`src/sv/assert_macros.svh`:
```
`ifndef ASSERT_MACROS_SVH
`define ASSERT_MACROS_SVH

// concurrent check, switched off while reset is asserted
`define CCAC_ASSERT(name, clk, rst_n, prop) \
  name: assert property (@(posedge clk) disable iff (!rst_n) prop) \
    else $error("check failed");

// concurrent check that also holds through reset
`define CCAC_ASSERT_NR(name, clk, prop) \
  name: assert property (@(posedge clk) prop) \
    else $error("check failed");

`endif

```
`src/sv/ccac_pkg.sv`:
```
package ccac_pkg;

  localparam int COUNT_WIDTH = 32;
  localparam int OUT_W       = 32;
  localparam int CLUSTER_W   = 32;
  localparam int MIN_LEN_W   = 16;
  localparam int RATIO_W     = 16;
  localparam int FRAC_BITS   = 16;
  localparam int SCORE_W     = FRAC_BITS + 1;
  localparam int STEP_W      = $clog2(FRAC_BITS);
  localparam int PROD_W      = COUNT_WIDTH + RATIO_W;
  localparam int EXT_W       = COUNT_WIDTH + OUT_W;
  localparam int CFG_IDX_W   = 2;
  localparam int CFG_DATA_W  = 32;

  typedef logic [COUNT_WIDTH-1:0] count_t;

  localparam count_t CNT_MAX = '1;
  localparam logic [SCORE_W-1:0] SCORE_ONE = SCORE_W'(1) << FRAC_BITS;
  localparam logic [STEP_W-1:0] STEP_LAST = STEP_W'(FRAC_BITS - 1);

  typedef enum logic [CFG_IDX_W-1:0] {
    CFG_MIN_LEN   = 2'd0,
    CFG_GAP_LIMIT = 2'd1,
    CFG_SUSP      = 2'd2,
    CFG_SEVERE    = 2'd3
  } cfg_idx_e;

  typedef enum logic [3:0] {
    ST_IDLE = 4'b0001,
    ST_MUL  = 4'b0010,
    ST_DIV  = 4'b0100,
    ST_FIN  = 4'b1000
  } state_e;

  typedef struct packed {
    logic accept;
    logic div_init;
    logic div_step;
    logic load;
  } cmd_t;

  typedef struct packed {
    logic skip_div;
  } status_t;

  function automatic count_t sat_inc(input count_t v);
    return (v == CNT_MAX) ? v : v + COUNT_WIDTH'(1);
  endfunction

  function automatic logic [OUT_W-1:0] to_out(input count_t v);
    logic [EXT_W-1:0] e;
    e = EXT_W'(v);
    return (e > EXT_W'({OUT_W{1'b1}})) ? {OUT_W{1'b1}} : e[OUT_W-1:0];
  endfunction

endpackage

```
`src/sv/cluster_chain_anomaly_check_core.sv`:
```
// cluster chain anomaly checker
// input channel: one cluster number per transfer (in_valid_i / in_stall_o), chain_end_i
// marks the last cluster of a chain. items that do not end a chain are taken one per
// cycle while no chain summary is pending, and only update the running counters.
// the chain_end transfer starts the chain summary: the pairs x ratio product first,
// then a restoring divider that makes one fraction bit per cycle, then the load of the
// result register, which shows the result on out_valid_o. the divide is skipped when
// it is not needed (short chain, single cluster, or score saturated at 1.0).
// in_stall_o stays high from the chain_end transfer until the result register is loaded.
// output channel: one result per chain (out_valid_o / out_stall_i). the result register
// lets the next chain stream in while the last result waits; a stalled receiver only
// holds back the next chain's summary load, and the result holds steady until taken.
// config: cfg_valid_i / cfg_ready_o with cfg_index_i and cfg_data_i, always ready;
// write only while no chain summary is pending.
// reset: asynchronous active low, chain counters cleared, config registers to defaults,
// no result pending.
module cluster_chain_anomaly_check_core (
  input  logic                                 clk_i,
  input  logic                                 rst_ni,
  input  logic                                 in_valid_i,
  output logic                                 in_stall_o,
  input  logic [ccac_pkg::CLUSTER_W-1:0]       cluster_number_i,
  input  logic                                 chain_end_i,
  output logic                                 out_valid_o,
  input  logic                                 out_stall_i,
  output logic [ccac_pkg::OUT_W-1:0]           repeat_total_o,
  output logic [ccac_pkg::OUT_W-1:0]           back_jump_total_o,
  output logic [ccac_pkg::OUT_W-1:0]           large_gap_total_o,
  output logic [ccac_pkg::SCORE_W-1:0]         fragmentation_q16_o,
  output logic                                 repeats_seen_o,
  output logic                                 back_jumps_flag_o,
  output logic                                 large_gaps_flag_o,
  output logic                                 fragmented_flag_o,
  output logic                                 corrupted_flag_o,
  output logic                                 analyzed_o,
  input  logic                                 cfg_valid_i,
  output logic                                 cfg_ready_o,
  input  logic [ccac_pkg::CFG_IDX_W-1:0]       cfg_index_i,
  input  logic [ccac_pkg::CFG_DATA_W-1:0]      cfg_data_i
);
  import ccac_pkg::*;

  cmd_t    cmd;
  status_t status;

  assign cfg_ready_o = 1'b1;

  ccac_ctrl u_ctrl (
    .clk_i       (clk_i),
    .rst_ni      (rst_ni),
    .in_valid_i  (in_valid_i),
    .chain_end_i (chain_end_i),
    .out_stall_i (out_stall_i),
    .status_i    (status),
    .cmd_o       (cmd),
    .in_stall_o  (in_stall_o),
    .out_valid_o (out_valid_o)
  );

  ccac_dp u_dp (
    .clk_i               (clk_i),
    .rst_ni              (rst_ni),
    .cmd_i               (cmd),
    .status_o            (status),
    .cfg_we_i            (cfg_valid_i && cfg_ready_o),
    .cfg_index_i         (cfg_index_i),
    .cfg_data_i          (cfg_data_i),
    .cluster_number_i    (cluster_number_i),
    .chain_end_i         (chain_end_i),
    .repeat_total_o      (repeat_total_o),
    .back_jump_total_o   (back_jump_total_o),
    .large_gap_total_o   (large_gap_total_o),
    .fragmentation_q16_o (fragmentation_q16_o),
    .repeats_seen_o      (repeats_seen_o),
    .back_jumps_flag_o   (back_jumps_flag_o),
    .large_gaps_flag_o   (large_gaps_flag_o),
    .fragmented_flag_o   (fragmented_flag_o),
    .corrupted_flag_o    (corrupted_flag_o),
    .analyzed_o          (analyzed_o)
  );

endmodule

```
`src/sv/ccac_ctrl.sv`:
```
module ccac_ctrl (
  input  logic              clk_i,
  input  logic              rst_ni,
  input  logic              in_valid_i,
  input  logic              chain_end_i,
  input  logic              out_stall_i,
  input  ccac_pkg::status_t status_i,
  output ccac_pkg::cmd_t    cmd_o,
  output logic              in_stall_o,
  output logic              out_valid_o
);
  import ccac_pkg::*;
  `include "assert_macros.svh"

  state_e              state_q, state_d;
  logic [STEP_W-1:0]   step_q, step_d;
  logic                out_valid_q, out_valid_d;
  logic                accept;
  logic                load;

  assign in_stall_o  = (state_q != ST_IDLE);
  assign accept      = in_valid_i && !in_stall_o;
  // result register is free when empty or being drained this cycle
  assign load        = (state_q == ST_FIN) && (!out_valid_q || !out_stall_i);
  assign out_valid_d = load || (out_valid_q && out_stall_i);
  assign out_valid_o = out_valid_q;

  assign cmd_o.accept   = accept;
  assign cmd_o.div_init = (state_q == ST_MUL);
  assign cmd_o.div_step = (state_q == ST_DIV);
  assign cmd_o.load     = load;

  always_comb begin
    state_d = state_q;
    step_d  = step_q;
    case (state_q)
      ST_IDLE: begin
        if (accept && chain_end_i) begin
          state_d = ST_MUL;
        end
      end
      ST_MUL: begin
        step_d  = '0;
        state_d = status_i.skip_div ? ST_FIN : ST_DIV;
      end
      ST_DIV: begin
        step_d = step_q + STEP_W'(1);
        if (step_q == STEP_LAST) begin
          state_d = ST_FIN;
        end
      end
      ST_FIN: begin
        if (load) begin
          state_d = ST_IDLE;
        end
      end
      default: begin
        state_d = ST_IDLE;
      end
    endcase
  end

  always_ff @(posedge clk_i or negedge rst_ni) begin
    if (!rst_ni) begin
      state_q     <= ST_IDLE;
      step_q      <= '0;
      out_valid_q <= 1'b0;
    end else begin
      state_q     <= state_d;
      step_q      <= step_d;
      out_valid_q <= out_valid_d;
    end
  end

  `CCAC_ASSERT(a_end_starts_calc, clk_i, rst_ni,
    (accept && chain_end_i) |=> (state_q == ST_MUL))
  `CCAC_ASSERT(a_div_exits_after_last_step, clk_i, rst_ni,
    (state_q == ST_DIV && step_q == STEP_LAST) |=> (state_q == ST_FIN))
  `CCAC_ASSERT(a_load_shows_result, clk_i, rst_ni,
    load |=> (out_valid_q && state_q == ST_IDLE))

endmodule

```
`src/sv/ccac_dp.sv`:
```
module ccac_dp (
  input  logic                                 clk_i,
  input  logic                                 rst_ni,
  input  ccac_pkg::cmd_t                       cmd_i,
  output ccac_pkg::status_t                    status_o,
  input  logic                                 cfg_we_i,
  input  logic [ccac_pkg::CFG_IDX_W-1:0]       cfg_index_i,
  input  logic [ccac_pkg::CFG_DATA_W-1:0]      cfg_data_i,
  input  logic [ccac_pkg::CLUSTER_W-1:0]       cluster_number_i,
  input  logic                                 chain_end_i,
  output logic [ccac_pkg::OUT_W-1:0]           repeat_total_o,
  output logic [ccac_pkg::OUT_W-1:0]           back_jump_total_o,
  output logic [ccac_pkg::OUT_W-1:0]           large_gap_total_o,
  output logic [ccac_pkg::SCORE_W-1:0]         fragmentation_q16_o,
  output logic                                 repeats_seen_o,
  output logic                                 back_jumps_flag_o,
  output logic                                 large_gaps_flag_o,
  output logic                                 fragmented_flag_o,
  output logic                                 corrupted_flag_o,
  output logic                                 analyzed_o
);
  import ccac_pkg::*;
  `include "assert_macros.svh"

  // configuration
  logic [MIN_LEN_W-1:0] min_len_q;
  logic [CLUSTER_W-1:0] gap_limit_q;
  logic [RATIO_W-1:0]   susp_q;
  logic [RATIO_W-1:0]   severe_q;

  // running chain state
  logic [CLUSTER_W-1:0] prev_q;
  count_t seen_q, rep_q, bj_q, lg_q, anom_q;
  count_t seen_nx, rep_nx, bj_nx, lg_nx, anom_nx;
  logic [CLUSTER_W-1:0] gap;
  logic is_rep, is_bj, is_lg;

  // snapshot of a finished chain
  count_t s_rep_q, s_bj_q, s_lg_q, s_anom_q, s_pairs_q;
  logic   s_an_q;

  // flag product and divider
  logic [PROD_W-1:0]    prod_q;
  count_t               rem_q;
  logic [FRAC_BITS-1:0] quot_q;
  logic [COUNT_WIDTH:0] rem_sh;
  logic                 rem_ge;

  // result
  logic [SCORE_W-1:0] score;
  logic bj_flag, lg_flag, fr_flag, rep_flag, pairs_zero;

  always_ff @(posedge clk_i or negedge rst_ni) begin
    if (!rst_ni) begin
      min_len_q   <= MIN_LEN_W'(2);
      gap_limit_q <= CLUSTER_W'(100);
      susp_q      <= RATIO_W'(6554);
      severe_q    <= RATIO_W'(19661);
    end else if (cfg_we_i) begin
      case (cfg_idx_e'(cfg_index_i))
        CFG_MIN_LEN:   min_len_q   <= cfg_data_i[MIN_LEN_W-1:0];
        CFG_GAP_LIMIT: gap_limit_q <= cfg_data_i[CLUSTER_W-1:0];
        CFG_SUSP:      susp_q      <= cfg_data_i[RATIO_W-1:0];
        CFG_SEVERE:    severe_q    <= cfg_data_i[RATIO_W-1:0];
        default: ;
      endcase
    end
  end

  // per-item compare against the previous cluster
  always_comb begin
    gap    = cluster_number_i - prev_q - CLUSTER_W'(1);
    is_rep = (seen_q != '0) && (cluster_number_i == prev_q);
    is_bj  = (seen_q != '0) && (cluster_number_i < prev_q);
    is_lg  = (seen_q != '0) && (cluster_number_i > prev_q) &&
             (gap != '0) && (gap >= gap_limit_q);
    seen_nx = sat_inc(seen_q);
    rep_nx  = is_rep ? sat_inc(rep_q) : rep_q;
    bj_nx   = is_bj ? sat_inc(bj_q) : bj_q;
    lg_nx   = is_lg ? sat_inc(lg_q) : lg_q;
    anom_nx = (is_rep || is_bj || is_lg) ? sat_inc(anom_q) : anom_q;
  end

  always_ff @(posedge clk_i or negedge rst_ni) begin
    if (!rst_ni) begin
      prev_q <= '0;
      seen_q <= '0;
      rep_q  <= '0;
      bj_q   <= '0;
      lg_q   <= '0;
      anom_q <= '0;
    end else if (cmd_i.accept) begin
      if (chain_end_i) begin
        prev_q <= '0;
        seen_q <= '0;
        rep_q  <= '0;
        bj_q   <= '0;
        lg_q   <= '0;
        anom_q <= '0;
      end else begin
        prev_q <= cluster_number_i;
        seen_q <= seen_nx;
        rep_q  <= rep_nx;
        bj_q   <= bj_nx;
        lg_q   <= lg_nx;
        anom_q <= anom_nx;
      end
    end
  end

  always_ff @(posedge clk_i) begin
    if (cmd_i.accept && chain_end_i) begin
      s_rep_q   <= rep_nx;
      s_bj_q    <= bj_nx;
      s_lg_q    <= lg_nx;
      s_anom_q  <= anom_nx;
      s_pairs_q <= seen_nx - COUNT_WIDTH'(1);
      s_an_q    <= (seen_nx >= COUNT_WIDTH'(min_len_q));
    end
  end

  assign pairs_zero        = (s_pairs_q == '0);
  // score saturates at one when anomalies reach the pair count
  assign status_o.skip_div = !s_an_q || pairs_zero || (s_anom_q >= s_pairs_q);

  // restoring division of anomalies by pairs, one fraction bit per step
  assign rem_sh = {rem_q, 1'b0};
  assign rem_ge = (rem_sh >= {1'b0, s_pairs_q});

  always_ff @(posedge clk_i) begin
    if (cmd_i.div_init) begin
      prod_q <= PROD_W'(s_pairs_q) * PROD_W'(susp_q);
      rem_q  <= s_anom_q;
      quot_q <= '0;
    end else if (cmd_i.div_step) begin
      rem_q  <= rem_ge ? rem_sh[COUNT_WIDTH-1:0] - s_pairs_q : rem_sh[COUNT_WIDTH-1:0];
      quot_q <= {quot_q[FRAC_BITS-2:0], rem_ge};
    end
  end

  always_comb begin
    if (pairs_zero) begin
      score = '0;
    end else if (s_anom_q >= s_pairs_q) begin
      score = SCORE_ONE;
    end else begin
      score = {1'b0, quot_q};
    end
    bj_flag  = !pairs_zero && ({s_bj_q, {FRAC_BITS{1'b0}}} > prod_q);
    lg_flag  = !pairs_zero && ({s_lg_q, {FRAC_BITS{1'b0}}} > prod_q);
    fr_flag  = score > SCORE_W'(severe_q);
    rep_flag = (s_rep_q != '0);
  end

  always_ff @(posedge clk_i) begin
    if (cmd_i.load) begin
      if (s_an_q) begin
        repeat_total_o      <= to_out(s_rep_q);
        back_jump_total_o   <= to_out(s_bj_q);
        large_gap_total_o   <= to_out(s_lg_q);
        fragmentation_q16_o <= score;
        repeats_seen_o      <= rep_flag;
        back_jumps_flag_o   <= bj_flag;
        large_gaps_flag_o   <= lg_flag;
        fragmented_flag_o   <= fr_flag;
        corrupted_flag_o    <= rep_flag || bj_flag || lg_flag || fr_flag;
        analyzed_o          <= 1'b1;
      end else begin
        repeat_total_o      <= '0;
        back_jump_total_o   <= '0;
        large_gap_total_o   <= '0;
        fragmentation_q16_o <= '0;
        repeats_seen_o      <= 1'b0;
        back_jumps_flag_o   <= 1'b0;
        large_gaps_flag_o   <= 1'b0;
        fragmented_flag_o   <= 1'b0;
        corrupted_flag_o    <= 1'b0;
        analyzed_o          <= 1'b0;
      end
    end
  end

  `CCAC_ASSERT_NR(a_rem_below_divisor, clk_i,
    cmd_i.div_step |-> (rem_q < s_pairs_q))

endmodule
```
`config.mk`:
```
export PLATFORM = sky130hd
export DESIGN_NAME = cluster_chain_anomaly_check_core
export DESIGN_NICKNAME = d
export VERILOG_FILES = /design/src/sv/ccac_pkg.sv /design/src/sv/cluster_chain_anomaly_check_core.sv /design/src/sv/ccac_ctrl.sv /design/src/sv/ccac_dp.sv
export VERILOG_INCLUDE_DIRS = /design/src /design/src/sv
export SDC_FILE = /design/constraint.sdc
export NUM_CORES = 2
export LEC_CHECK = 0
export CORE_ASPECT_RATIO = 2
export CORE_MARGIN = 2
export CORE_UTILIZATION = 30
export DETAILED_ROUTE_END_ITERATION = 7
export DONT_BUFFER_PORTS = 1
export PLACE_DENSITY = 0.53
export SLEW_MARGIN = 30
export SYNTH_ARGS = -nofsm -noshare
export SYNTH_HDL_FRONTEND = slang
export SYNTH_SLANG_ARGS = --single-unit
```
`constraint.sdc`:
```
create_clock -name clk_i -period 10.2 [get_ports clk_i]
set_input_delay 1.53 -clock clk_i [delete_from_list [all_inputs] [get_ports clk_i]]
set_output_delay 1.53 -clock clk_i [all_outputs]
set_load 0.1 [all_outputs]
```
; After elaboration in Yosys (flattened, before gate mapping)
; Cells that the tools add are included.
[totals]
inputBits = 72
ff_bits = 657
output_inout_bits = 122
word_cells = 133
[classes]
multipliers = 1
eq_ne = 18
muxes = 27
reduce_logical = 36
order_cmp = 9
n_addsub = 10
[op_table]
columns = op, n
row1 = 32-bit two-way mux, 18
row2 = "32-bit by 1-bit adder with 32-bit output, second input constant", 5
row3 = "32-bit equality test, second input constant", 5
row4 = 48-bit > comparator, 2
row5 = 32-bit nonzero test, 3
row6 = 32-bit >= comparator, 2
row7 = "32-bit by 1-bit subtractor with 32-bit output, second input constant", 2
row8 = 32-bit subtractor, 2
row9 = 32-bit by 16-bit multiplier with 48-bit output, 1
row10 = 17-bit two-way mux, 2
row11 = 33-bit by 32-bit >= comparator with 1-bit output, 1
row12 = 32-bit equality test, 1
row13 = 32-bit by 16-bit >= comparator with 1-bit output, 1
row14 = 32-bit > comparator, 1
row15 = 32-bit zero test, 1
row16 = 32-bit less-than comparator, 1
row17 = 17-bit by 16-bit > comparator with 1-bit output, 1
row18 = 4-bit two-way mux, 4
row19 = 4-bit one-hot mux with 4 select lines, 1
row20 = 1-bit logical AND, 11
row21 = 1-bit logical OR, 9
row22 = "4-bit equality test, second input constant", 2
row23 = 4-bit one-hot mux with 2 select lines, 1
row24 = 2-bit AND reduction, 4
row25 = 13 further kinds, 20

; Longest topological paths before layout
[logic_depth]
ltp_word = 8
mapped_depth = 28
mapped_depth_nobuf = 26

; Cells and area by module
; Synthesis repeated with hierarchy kept, for this count alone.
[unflattened]
cells_unflattened = 5465
hier_area_um2 = 53577.6
[modules_own_cells]
columns = module, area_each_um2, instances, cells_each
row1 = ccac_dp, 53085.9, 1, 5417
row2 = ccac_ctrl, 480.5, 1, 46
row3 = cluster_chain_anomaly_check_core, 11.3, 1, 2

; Worst setup path before layout
; OpenSTA, ideal clock, no wires.
[synth_path]
kind = input -> register
from = input port chain_end_i
to = register u_dp.s_an_q, enable pin
n_path_buf = 2
path_slack_ns = 0.551
setup_time_ns = 0.686
t_arrival_ns = 8.963
cell_stages = 4
cell_sequence = clkbuf_1 clkinv_1 clkbuf_1 nor2_1
[synth_between]
elab_chain_len = 1
[synth_rtl]
columns = element, line
row1 = from (decl), cluster_chain_anomaly_check_core.sv:23  ; input logic chain_end_i,
row2 = 1-bit logical AND, ccac_dp.sv:112  ; if (cmd_i.accept && chain_end_i) begin
row3 = to (signal assigned), ccac_dp.sv:118  ; s_an_q <= (seen_nx >= COUNT_WIDTH'(min_len_q));
row4 = to (decl), ccac_dp.sv:40  ; logic s_an_q;
; Every way passes these cells.
; A chain may end at the register's enable or synchronous reset.

; Final worst setup path
[layout_path]
from = register u_dp.susp_q[8]
to = register u_dp.prod_q[46], data pin
[layout_between]
elab_chain_len = 1
[layout_rtl]
columns = element, line
row1 = from (decl), ccac_dp.sv:28  ; logic [RATIO_W-1:0] susp_q;
row2 = from (signal assigned), ccac_dp.sv:63  ; CFG_SUSP: susp_q <= cfg_data_i[RATIO_W-1:0];
row3 = 32-bit by 16-bit multiplier with 48-bit output, ccac_dp.sv:132  ; prod_q <= PROD_W'(s_pairs_q) * PROD_W'(susp_q);
row4 = to (signal assigned), ccac_dp.sv:132
row5 = to (decl), ccac_dp.sv:43  ; logic [PROD_W-1:0] prod_q;
; Every way passes these cells.

==> summary.json <==
{
  "setup_path": {
    "critical_path_buf_inv_count": 5,
    "timing.setup.critical_path_class": "reg -> reg",
    "rr_worst_depth": 23,
    "cpLargestDelayFamily": "compound AO/OA/AOI/OAI gates",
    "worst_path_largest_cell_delay_ns": 1.04,
    "critical_path.slowest_cell": "dfstp_2",
    "ff2ff_setup_slack_ns": 1.38,
    "cp-start-kind": "flop",
    "critical_path_cell_by_cell": "nand2_1 -> fa_1 -> inv_1 -> fa_1 -> inv_1 -> fa_1 -> inv_1 -> fa_1 -> fa_1 -> inv_1 -> fa_1 -> inv_1 -> ha_1 -> o21a_1 -> o21ai_0 -> a21boi_0 -> o31ai_2 -> a21oi_1 -> a31oi_1 -> a211oi_1 -> o21ai_0 -> a221oi_1 -> xnor2_1",
    "critPathArrivalTime_ns": 9.23,
    "kind_of_end_point_of_the_critical_path": "flop",
    "cp_max_fo": 33,
    "top_cell_by_count_worst_path": "fa_1",
    "crit_required_ns": 10.61,
    "critical_path_cell_count": 23
  },
  "timing": {
    "max-slew-margin-rel_pct": 33.2,
    "unrepaired_setup_endpoints_after_global_routing": "false",
    "fin_crit_sh_pct": 86.5,
    "final-setup-viol-count": 0,
    "finClkSkew_ns": 0.0581,
    "finalSetupTns_ns": 0,
    "final-hold-violation-count": 0,
    "finalMaxSlewViolations": 0,
    "hold_slack_ns": 0.486,
    "worst_pin_slew_ns": 1.00,
    "max_clock_freq_ghz": 0.113,
    "fin_crit_ns": 8.82
  },
  "die": {
    "design.die.area_mm2": 0.179,
    "floorplan.io_pins": 194,
    "num_rows": 217,
    "die_width_um": 300,
    "start_util_pct": 30.1,
    "die_h_um": 596,
    "fp.coreArea_mm2": 0.175
  },
  "placed_design": {
    "place_hpwl_um": 130000,
    "post_dp_cell_area_mm2": 0.0551,
    "gp_congestion": 0.917,
    "dp.cells": 7442,
    "port_bufs": 0
  },
  "cts": {
    "max-clock-path-buffers": 3,
    "clock_latency_ns": 0.72,
    "cts_hold_repair.buffers": 0,
    "cts_tree": "built",
    "clock-root-buffer": "clkbuf_16",
    "cts_sinks": 657,
    "tritoncts.num_buffers": 60,
    "htree_levels": 2,
    "ctsResizeCount": 0,
    "clk_pin_slew_worst_paths_ns": 0.07,
    "cts.repair_timing.setup_buffer_count": 0
  },
  "grt": {
    "maximum_number_of_pins_on_one_net_before_global_route_repair": 282,
    "grt_pass1_wl_um": 255000,
    "grt_remaining_overflow": 0,
    "first_global_vias": 41800,
    "globalRouteTotalUtil_pct": 18.8,
    "grt_antenna_before_repair": 14
  },
  "route": {
    "iteration_0_drc_count_of_the_detailed_router": 1962,
    "viasPerCell": 5.09,
    "finalWirelength_um": 167000,
    "remaining_drc_errors": 0,
    "postRouteAntennaNets": 0,
    "routed-via-count": 38500,
    "drt_pre_antenna_iters": 5,
    "wl_per_cell_um": 22.1
  },
  "cells_and_area": {
    "post_route_cell_area_mm2": 0.0572,
    "final_common_cell": "inv_1",
    "largest_register_ff_count": 48,
    "syn_to_final_growth_pct": 8.72,
    "layout-drive-gt1-share_pct": 5.84,
    "mostFrequentLayoutCells": "inv_1 (705), nand2_1 (597), fa_1 (420), edfxtp_1 (360), ha_1 (353)",
    "reg_with_most_ffs": "u_dp.prod_q",
    "number_of_cells_in_the_finished_layout_apart_from_fillers": 7561,
    "num-nets-final": 6052
  },
  "logic_synthesis": {
    "synthesis.instances": 5330,
    "ys_warn_count": 0,
    "yosys_register_bits": 657,
    "syn_area_per_cell_um2": 9.87,
    "synth.net_count": 6175,
    "post_synth_num_cell_types": 104,
    "synth_seq_area_share_pct": 34.6,
    "dominantRegCellSynth": "edfxtp_1",
    "synth_area_mm2": 0.0526,
    "synth_enable_flop_cells": 360,
    "async_reset_ff_share_pct": 42.8
  },
  "min_path": {
    "timing.hold.worst_path_depth": 1,
    "hold_path.class": "reg -> reg"
  },
  "run_status": {
    "outcome": "finished, final reports clean"
  },
  "flow_run": {
    "drv_cap": 0
  }
}
per-stage QoR:
stage          setup slack (ns)  utilization (%)
3_5_place_dp               1.41             31.6
4_1_cts                    1.32             32.7
3_3_place_gp               1.44             31.5
6_report                   1.38             32.8
2_1_floorplan             0.551                -
5_1_grt                   0.971             32.8
worst reg2reg max path, delay by kind of cell (launching register included):
family / cells / cell delay (ns)
xor+xnor: 1 / 0.10
compound gates: 9 / 3.59
flops: 1 / 1.04
fa+ha+maj: 7 / 3.37
simple gates: 1 / 0.18
buf+inv: 5 / 0.25
cell usage after synthesis (71+ instances only):
cell type | instances | area share (%)
and2_1 | 346 | 4.1
fa_1 | 420 | 16
clkbuf_1 | 218 | 1.6
nand4_1 | 76 | 0.90
nand3_1 | 123 | 1.2
xnor2_1 | 199 | 3.3
dfrtp_1 | 261 | 12
ha_1 | 353 | 8.4
o21ai_0 | 249 | 2.4
nand2_1 | 599 | 4.3
a21o_1 | 104 | 1.5
and3_1 | 77 | 0.92
nor2_1 | 146 | 1.0
edfxtp_1 | 360 | 21
inv_1 | 707 | 5.0
a21oi_1 | 178 | 1.7
xor2_1 | 71 | 1.2
per-layer routing:
metal | up-vias | wire, um | track usage (%) | part of all wire [%]
met4 | 8 | 12200 | 12.1 | 7.3
met3 | 403 | 6610 | 2.42 | 3.9
met5 | - | 46 | 0 | 0.027
met1 | 19400 | 57700 | 18.8 | 34
li1 | 17700 | - | - | -
met2 | 958 | 90800 | 36.0 | 54
layout make-up:
| class | instances | area [um2] |
|---|---|---|
| clock inverters | 32 | 313 |
| diodes | 4 | 10.0 |
| clock buffers | 81 | 1700 |
| multi-input cells | 3713 | 30900 |
| inverters | 710 | 2670 |
| well taps | 2299 | 2880 |
| repair buffers | 65 | 561 |
| fillers | 17800 | 117000 |
| flip-flops and latches | 657 | 18200 |
final timing paths:
path	start	end
worst min register to register	u_ctrl.step_q[3]	u_ctrl.step_q[3]
worst min-delay path	u_ctrl.step_q[3]	u_ctrl.step_q[3]
worst max-delay path	u_dp.susp_q[8]	u_dp.prod_q[46]
worst max register to register	u_dp.susp_q[8]	u_dp.prod_q[46]
min in group asynchronous	rst_ni	u_dp.prev_q[13]
max in group asynchronous	rst_ni	u_dp.lg_q[27]
logic make-up after synthesis:
| logic type | share of synthesized area [%] |
|---|---|
| adder cells (fa/ha/maj) | 24.4 |
| multiplexers | 2.01 |
| other | 0.00713 |
| AO/OA/AOI/OAI | 11.6 |
| XOR/XNOR | 4.56 |
| AND/OR/NAND/NOR | 16.0 |
| buffers and inverters | 6.94 |
| flip-flops | 34.6 |
Power is left out: the tool's default activity adds up to more than one toggle a clock period on the data nets, which glitch-free logic cannot reach.
